File: src/design/ffba_pkg.sv
package ffba_pkg;

  localparam int TAG_W = 13;
  localparam int OFF_W = 12;

  localparam logic FUNC_ALLOC = 1'b0;
  localparam logic FUNC_FREE  = 1'b1;

  localparam logic STATUS_OK  = 1'b0;
  localparam logic STATUS_OOM = 1'b1;

  typedef struct packed {
    logic             func;
    logic [TAG_W-1:0] alloc_size;
    logic [OFF_W-1:0] free_offset;
  } req_t;

  typedef struct packed {
    logic             status;
    logic [OFF_W-1:0] block_offset;
    logic [TAG_W-1:0] freed_size;
  } rsp_t;

  typedef enum logic [2:0] {
    ST_INIT,
    ST_IDLE,
    ST_DECODE,
    ST_SCAN,
    ST_FILL,
    ST_FREAD,
    ST_CLEAR,
    ST_DONE
  } state_e;

  typedef struct packed {
    logic init_step;
    logic load_req;
    logic decode;
    logic scan_step;
    logic fill_start;
    logic fill_step;
    logic free_load;
    logic clr_step;
    logic rsp_load;
  } cmd_t;

  typedef struct packed {
    logic init_last;
    logic req_free;
    logic alloc_bad;
    logic off_bad;
    logic scan_found;
    logic scan_end;
    logic cnt_last;
    logic free_zero;
    logic out_busy;
  } sts_t;

endpackage

File: src/design/ffba_ctrl.sv
module ffba_ctrl (
  input  logic            clk_i,
  input  logic            rst_ni,
  input  logic            in_valid_i,
  output logic            in_ready_o,
  input  ffba_pkg::sts_t  sts_i,
  output ffba_pkg::cmd_t  cmd_o
);

  ffba_pkg::state_e state_q, state_d;

  always_ff @(posedge clk_i or negedge rst_ni) begin
    if (!rst_ni) begin
      state_q <= ffba_pkg::ST_INIT;
    end else begin
      state_q <= state_d;
    end
  end

  always_comb begin
    state_d    = state_q;
    cmd_o      = '0;
    in_ready_o = 1'b0;
    unique case (state_q)
      ffba_pkg::ST_INIT: begin
        cmd_o.init_step = 1'b1;
        if (sts_i.init_last) begin
          state_d = ffba_pkg::ST_IDLE;
        end
      end
      ffba_pkg::ST_IDLE: begin
        in_ready_o = 1'b1;
        if (in_valid_i) begin
          cmd_o.load_req = 1'b1;
          state_d        = ffba_pkg::ST_DECODE;
        end
      end
      ffba_pkg::ST_DECODE: begin
        cmd_o.decode = 1'b1;
        if (sts_i.req_free) begin
          state_d = sts_i.off_bad ? ffba_pkg::ST_DONE : ffba_pkg::ST_FREAD;
        end else begin
          state_d = sts_i.alloc_bad ? ffba_pkg::ST_DONE : ffba_pkg::ST_SCAN;
        end
      end
      ffba_pkg::ST_SCAN: begin
        priority if (sts_i.scan_found) begin
          cmd_o.fill_start = 1'b1;
          state_d          = ffba_pkg::ST_FILL;
        end else if (sts_i.scan_end) begin
          state_d = ffba_pkg::ST_DONE;
        end else begin
          cmd_o.scan_step = 1'b1;
        end
      end
      ffba_pkg::ST_FILL: begin
        cmd_o.fill_step = 1'b1;
        if (sts_i.cnt_last) begin
          state_d = ffba_pkg::ST_DONE;
        end
      end
      ffba_pkg::ST_FREAD: begin
        cmd_o.free_load = 1'b1;
        state_d = sts_i.free_zero ? ffba_pkg::ST_DONE : ffba_pkg::ST_CLEAR;
      end
      ffba_pkg::ST_CLEAR: begin
        cmd_o.clr_step = 1'b1;
        if (sts_i.cnt_last) begin
          state_d = ffba_pkg::ST_DONE;
        end
      end
      ffba_pkg::ST_DONE: begin
        if (!sts_i.out_busy) begin
          cmd_o.rsp_load = 1'b1;
          state_d        = ffba_pkg::ST_IDLE;
        end
      end
      default: begin
        state_d = ffba_pkg::ST_IDLE;
      end
    endcase
  end

endmodule

File: config.mk
export PLATFORM = sky130hd
export DESIGN_NAME = ffba_ctrl
export DESIGN_NICKNAME = d
export VERILOG_FILES = /design/src/design/ffba_pkg.sv /design/src/design/ffba_ctrl.sv
export SDC_FILE = /design/constraint.sdc
export NUM_CORES = 1
export LEC_CHECK = 0
export ABC_AREA = 1
export BUFFER_PORTS_ARGS = -buffer_cell sky130_fd_sc_hd__buf_4
export CAP_MARGIN = 10
export CORE_AREA = 2 2 39 41
export CTS_CLUSTER_SIZE = 8
export DETAILED_ROUTE_END_ITERATION = 8
export DIE_AREA = 0 0 41 43
export PLACE_DENSITY = 0.63
export SYNTH_ARGS = -nofsm -noshare
export SYNTH_HDL_FRONTEND = slang
export SYNTH_SLANG_ARGS = --single-unit
File: constraint.sdc
create_clock -name clk_i -period 0.9 [get_ports clk_i]
set_input_delay 0.27 -clock clk_i [delete_from_list [all_inputs] [get_ports clk_i]]
set_output_delay 0.27 -clock clk_i [all_outputs]
set_load 0.01 [all_outputs]
==> flow_metrics.py, run 1 <==
metrics = {
    "status": {
        "outcome": "finished, violations left",
        "violations": "setup timing",
    },
    "placement": {
        "dp_hpwl_um": 877,
        "io_buffer_count": 21,
        "dpl_cell_area_um2": 648,
        "gp_congestion": 0.811,
    },
    "final_layout": {
        "area_growth_pct": 117,
        "regMostFlops": "state_q",
        "final_nets": 118,
        "fillerInstances": 123,
        "diodes": 0,
        "finish.utilization_pct": 60.3,
        "seqCellArea_um2": 78.8,
        "drive_gt1_share_pct": 63.8,
        "multi_input_area_um2": 323,
        "final_cell_area_um2": 835,
        "largest_reg_flops": 3,
        "reg.largest.list": "state_q: 3 flops",
    },
    "worst_setup_path": {
        "cp_max_fo": 6,
        "critical_path.top_delay_family": "flip-flops",
        "criticalPathCategory": "reg -> out",
        "arrival_ns": 1.13,
        "critPathBufInv": 2,
        "cp.required_ns": 0.63,
        "setup.worst_path.start_class": "register",
        "cp-end-kind": "output pin",
        "critPathSlowestCell": "dfrtp_2",
        "cp_cell_sequence": "inv_4 > nand2_4 > nor3_4 > buf_6",
        "critPathMaxStageDelay_ns": 0.46,
    },
    "power_and_ir_drop": {
        "power_density_nw_per_um2": 3570,
        "vdd_ir_drop_max_v": 0.00127,
        "leakagePower_uw": 0.000436,
    },
    "global_routing": {
        "gr-total-overflow": 0,
        "gr-usage-all-layers_pct": 14.6,
        "grt_pass1_vias": 490,
        "antenna_found_initial": 0,
        "grt_max_degree": 7,
        "grt_pass1_wl_um": 1880,
    },
    "floorplanning": {
        "dieArea_um2": 1760,
        "dieWidth_um": 41,
        "die_h_um": 43,
        "ioPinCount": 22,
        "fp-row-count": 14,
        "core_um2": 1380,
        "initial_utilization_pct": 27.8,
    },
    "sta": {
        "setup_ws_ns": -0.501,
        "finalHoldViolCount": 0,
        "drv_slew": 0,
        "fin_skew_ns": 0.00189,
        "max_freq_mhz": 714,
        "min_period_ns": 1.40,
        "setup_viol": 13,
        "period_share_pct": 156,
        "worst_slew_pin_slew_ns": 0.203,
        "slew_headroom_pct": 86.4,
        "rsz0062_at_grt": "true",
    },
    "clock_network": {
        "htreeDepth": 1,
        "clkTransAtPathRegs_ns": 0.04,
        "cts_tree": "built",
        "clock_latency_ns": 0.23,
        "cts_sinks": 3,
        "cts-buffers-inserted": 3,
        "cts-root-buf": "clkbuf_4",
        "clockBufferDepth": 2,
    },
    "yosys": {
        "async_reset_ff_share_pct": 100,
        "yosysTopAreaCellShare_pct": 19.5,
        "synth_edf_count": 0,
        "syn_nets": 75,
        "synth-seq-cells": 3,
        "synthTopCellsByCount": "16 x nand2_1, 8 x nor2_1, 7 x nand3_1",
        "synth_flop_cell": "dfrtp_1",
        "syn_area_um2": 385,
        "avgSynthCellArea_um2": 6.12,
        "synth.distinct_cells": 15,
        "postSynthCellCount": 63,
        "synth-seq-area-share_pct": 19.5,
        "yosysTopAreaCell": "dfrtp_1",
        "synth.most_common_cell": "nand2_1",
        "netlist_top_cells_area": "dfrtp_1 19%, nand2_1 16%, nand3_1 9.1%",
        "synth_warnings": 0,
    },
    "detailed_routing": {
        "drc": 0,
        "wl_um": 1230,
        "wl_per_cell_um": 10.1,
        "vias": 541,
        "final_antenna_net_count": 0,
        "drt_iter0_drc": 5,
        "viasPerCell": 4.47,
        "first_pass_iters": 4,
    },
    "worst_hold_path": {
        "hold_path.class": "in -> async",
    },
    "job": {
        "cap_violations": 0,
    },
}
[cell type report]
cell class	count	share of cell area (%)
clock buffer	4	3.15
inverter	10	5.10
multi-input combinational	47	38.7
sequential	3	9.45
tap	16	2.40
timing repair buffer	41	41.2
[routing by layer]
| layer | track usage (%) | share of wire (%) |
|---|---|---|
| met1 | 17.3 | 41 |
| met2 | 27.5 | 54 |
| met3 | 0.524 | 4.4 |
| met4 | 2.00 | 0 |
| met5 | 0 | 0 |
[logic make-up (layout without fill, tap and decap cells)]
family | after synthesis | count (layout) | share of synthesized area, %
compound gates | 1 | 1 | 1.30
buf+inv | 13 | 55 | 18.5
simple gates | 46 | 46 | 60.7
flops | 3 | 3 | 19.5
[worst reg2reg max path: stages, from the launching register on]
cell	delay, ns
dfrtp_2	0.47
inv_4	0.06
buf_4	0.15
nand3b_1	0.09
nand2_2	0.08
nor2_4	0.14
nand2_2	0.08
nand2_1	0.06
nand2_1	0.05
[worst paths after layout]
kind	cells past startpoint	slack [ns]	startpoint	endpoint
setup / recovery	4	-0.50	state_q[1]	cmd_o[7]
hold / removal	2	0.37	rst_ni	state_q[1]
setup reg to reg	8	-0.39	state_q[0]	state_q[1]
hold reg to reg	3	0.66	state_q[2]	state_q[2]
max in group asynchronous	2	0.42	rst_ni	state_q[2]
min in group clk_i	5	0.47	sts_i[1]	state_q[0]
[placed cells by master, fill, tap and decap left out]
master,netlist,final
nand4_1,2,2
nand3_2,2,1
nor3_4,0,2
clkbuf_1,0,1
nor2_4,2,5
nor2_2,0,1
nand2_1,16,14
nand2_2,2,2
nor3_2,0,2
buf_6,3,9
nand2_4,0,2
buf_4,0,31
a21oi_2,0,1
dlygate4sd3_1,0,1
nand3_4,0,1
clkbuf_4,0,3
dfrtp_2,0,3
inv_2,4,2
inv_1,6,6
inv_4,0,2
or2_1,1,1
nor2_1,8,4
nand3b_1,2,2
nand3_1,7,7
[report_power, final]
| group | switching, µW | internal, µW |
|---|---|---|
| registers | 173 | 228 |
| clock network | 60.4 | 166 |
| logic | 1150 | 1210 |
| total | 1380 | 1600 |
[repair_timing]
item	in CTS	in global routing
hold endpoints to repair	3	0
resized for setup	9	11
setup endpoints to repair	13	13
pin swaps	2	2
hold buffers	1	0
setup buffers	6	4
[per-stage QoR]
stage                     cells  power, µW  hold WS, ns  setup TNS (ns)  setup WS (ns)
after floorplan              63       1500      -0.0256           -2.00         -0.180
after global placement      106       2050       0.0608           -3.70         -0.323
after detailed placement    106       2070       0.0607           -3.89         -0.347
after CTS                   117       2620        0.374           -5.70         -0.493
after global routing        121       3190        0.387           -6.39         -0.551
final                       121       2980        0.372           -5.78         -0.501
(Power assumes the default switching activity.)
==> run 2, diff against run 1 <==
Settings changed: ABC_AREA 1 to 0, PLACE_DENSITY 0.63 to 0.59.
==> run 2 against run 1 <==
- the flow still finishes with violations (setup timing)
- critical path type unchanged
- clock skew is essentially flat
- sequential power shrank 13%
- largest cell class is now multi-input combinational cells
- highest routed layer unchanged
- clock power grew 7%
- flip-flop and latch count is the same
- worst setup slack lost 0.13 ns
==> flow_metrics.py, run 2 <==
metrics = {
    "global_routing": {
        "antenna_found_initial": 0,
        "gr-total-overflow": 0,
        "gr-usage-all-layers_pct": 15.4,
        "grt_pass1_vias": 429,
        "grt_max_degree": 12,
        "grt_pass1_wl_um": 1790,
    },
    "yosys": {
        "postSynthCellCount": 39,
        "synth-seq-cells": 3,
        "synthTopCellsByCount": "3 x a21oi_1, 3 x clkbuf_1, 3 x dfrtp_1, 3 x nand2b_1, 3 x nor3b_1",
        "synth_warnings": 0,
        "synth_flop_cell": "dfrtp_1",
        "syn_area_um2": 339,
        "synth-seq-area-share_pct": 22.1,
        "yosysTopAreaCell": "dfrtp_1",
        "yosysTopAreaCellShare_pct": 22.1,
        "synth.distinct_cells": 24,
        "async_reset_ff_share_pct": 100,
        "syn_nets": 51,
        "avgSynthCellArea_um2": 8.69,
        "synth_edf_count": 0,
        "netlist_top_cells_area": "dfrtp_1 22%, nor4b_4 7.0%, buf_6 6.6%",
    },
    "final_layout": {
        "drive_gt1_share_pct": 79.7,
        "final_cell_mix": "26 x buf_4, 9 x buf_6, 3 x nor3b_4, 3 x clkbuf_4, 3 x dfrtp_2",
        "reg.largest.list": "state_q: 3 flops",
        "finish.utilization_pct": 56.9,
        "final_common_cell": "buf_4",
        "area_growth_pct": 132,
        "fillerInstances": 142,
        "largest_reg_flops": 3,
        "regMostFlops": "state_q",
        "final_nets": 87,
        "stdcell_count": 90,
        "diodes": 0,
        "final_cell_area_um2": 787,
    },
    "detailed_routing": {
        "wl_per_cell_um": 13.5,
        "viasPerCell": 4.78,
        "wl_um": 1210,
        "first_pass_iters": 2,
        "vias": 430,
        "drc": 0,
        "drt_iter0_drc": 3,
        "final_antenna_net_count": 0,
    },
    "clock_network": {
        "cts_tree": "built",
        "clock_latency_ns": 0.24,
        "cts-buffers-inserted": 3,
        "clkTransAtPathRegs_ns": 0.04,
        "clockBufferDepth": 2,
        "cts_sinks": 3,
        "htreeDepth": 1,
        "cts-root-buf": "clkbuf_4",
    },
    "worst_setup_path": {
        "criticalPathCategory": "reg -> out",
        "cp.required_ns": 0.63,
        "cp_max_fo": 6,
        "rrSetupSlack_ns": -0.62,
        "setup.worst_path.start_class": "register",
        "r2r_cells": 5,
        "cp-end-kind": "output pin",
        "arrival_ns": 1.26,
    },
    "floorplanning": {
        "initial_utilization_pct": 24.5,
        "die_h_um": 43,
        "dieWidth_um": 41,
        "fp-row-count": 14,
        "ioPinCount": 22,
        "core_um2": 1380,
        "dieArea_um2": 1760,
    },
    "power_and_ir_drop": {
        "leakagePower_uw": 0.000356,
        "power_density_nw_per_um2": 3350,
        "vdd_ir_drop_max_v": 0.00148,
    },
    "status": {
        "violations": "setup timing",
        "outcome": "finished, violations left",
    },
    "worst_hold_path": {
        "hold_path.class": "in -> async",
    },
    "placement": {
        "dp_cells": 80,
        "io_buffer_count": 21,
        "pre_cts_ws_ns": -0.590,
        "dp_hpwl_um": 739,
        "dpl_cell_area_um2": 613,
        "gp_congestion": 0.706,
    },
    "sta": {
        "period_share_pct": 170,
        "whs_ns": 0.366,
        "finalHoldViolCount": 0,
        "setup_ws_ns": -0.632,
        "max_freq_mhz": 653,
        "fin_skew_ns": 0.00151,
        "setup_viol": 13,
        "slew_headroom_pct": 80.7,
        "drv_slew": 0,
        "worst_slew_pin_slew_ns": 0.289,
        "rsz0062_at_grt": "true",
        "min_period_ns": 1.53,
    },
    "job": {
        "cap_violations": 0,
    },
}
-- run 2: kinds of logic after synthesis --
group	after synthesis	synth area share, %
buf+inv	5	9.96
mux	2	6.64
compound gates	11	21.4
flops	3	22.1
simple gates	18	39.9
-- run 2: worst max-delay path: stages, from the launching register on --
cell and delay (ns):
dfrtp_2 0.43, nand2b_4 0.16, nor4b_4 0.27, buf_4 0.16
-- run 2: power by group --
group          switching [µW]  total, µW  internal (µW)
Clock                    75.6        242            167
Combinational             885       2050           1160
Sequential                129        348            219
Total                    1090       2640           1550
-- run 2: metrics by stage --
step | power, µW | TNS, ns
after global routing | 2800 | -7.80
after detailed placement | 1750 | -5.00
after CTS | 2520 | -7.15
after global placement | 1730 | -4.92
after floorplan | 1410 | -4.46
final | 2640 | -7.17
-- run 2: final cells by class --
cell class	instances	area, µm²	area share (%)
flip-flops and latches	3	78.8	10.0
well taps	16	20.0	2.54
repair buffers	36	307	39.0
multi-input cells	31	355	45.2
clock buffers	4	26.3	3.34
-- run 2: layer usage --
metal | track usage, % | vias to the layer above | wire, µm
li1 | - | 212 | -
met2 | 26.9 | 19 | 705
met4 | 10.0 | 0 | 0
met3 | 1.57 | 0 | 65
met1 | 15.9 | 199 | 441
met5 | 0 | - | 0
-- run 2: path summary, 6_finish.rpt --
path	to	from
worst min-delay path	state_q[0]	rst_ni
max in group asynchronous	state_q[2]	rst_ni
min in group clk_i	state_q[0]	sts_i[1]
worst min register to register	state_q[1]	state_q[1]
worst max register to register	state_q[2]	state_q[1]
worst max-delay path	cmd_o[5]	state_q[2]
-- run 2: timing repair --
item | CTS | global route
setup buffers | 5 | 0
endpoints found under the hold margin | 3 | 0
endpoints found under the setup margin | 13 | 13
gates resized for setup | 18 | 5
pin swaps | 4 | 4
hold buffers | 1 | 0
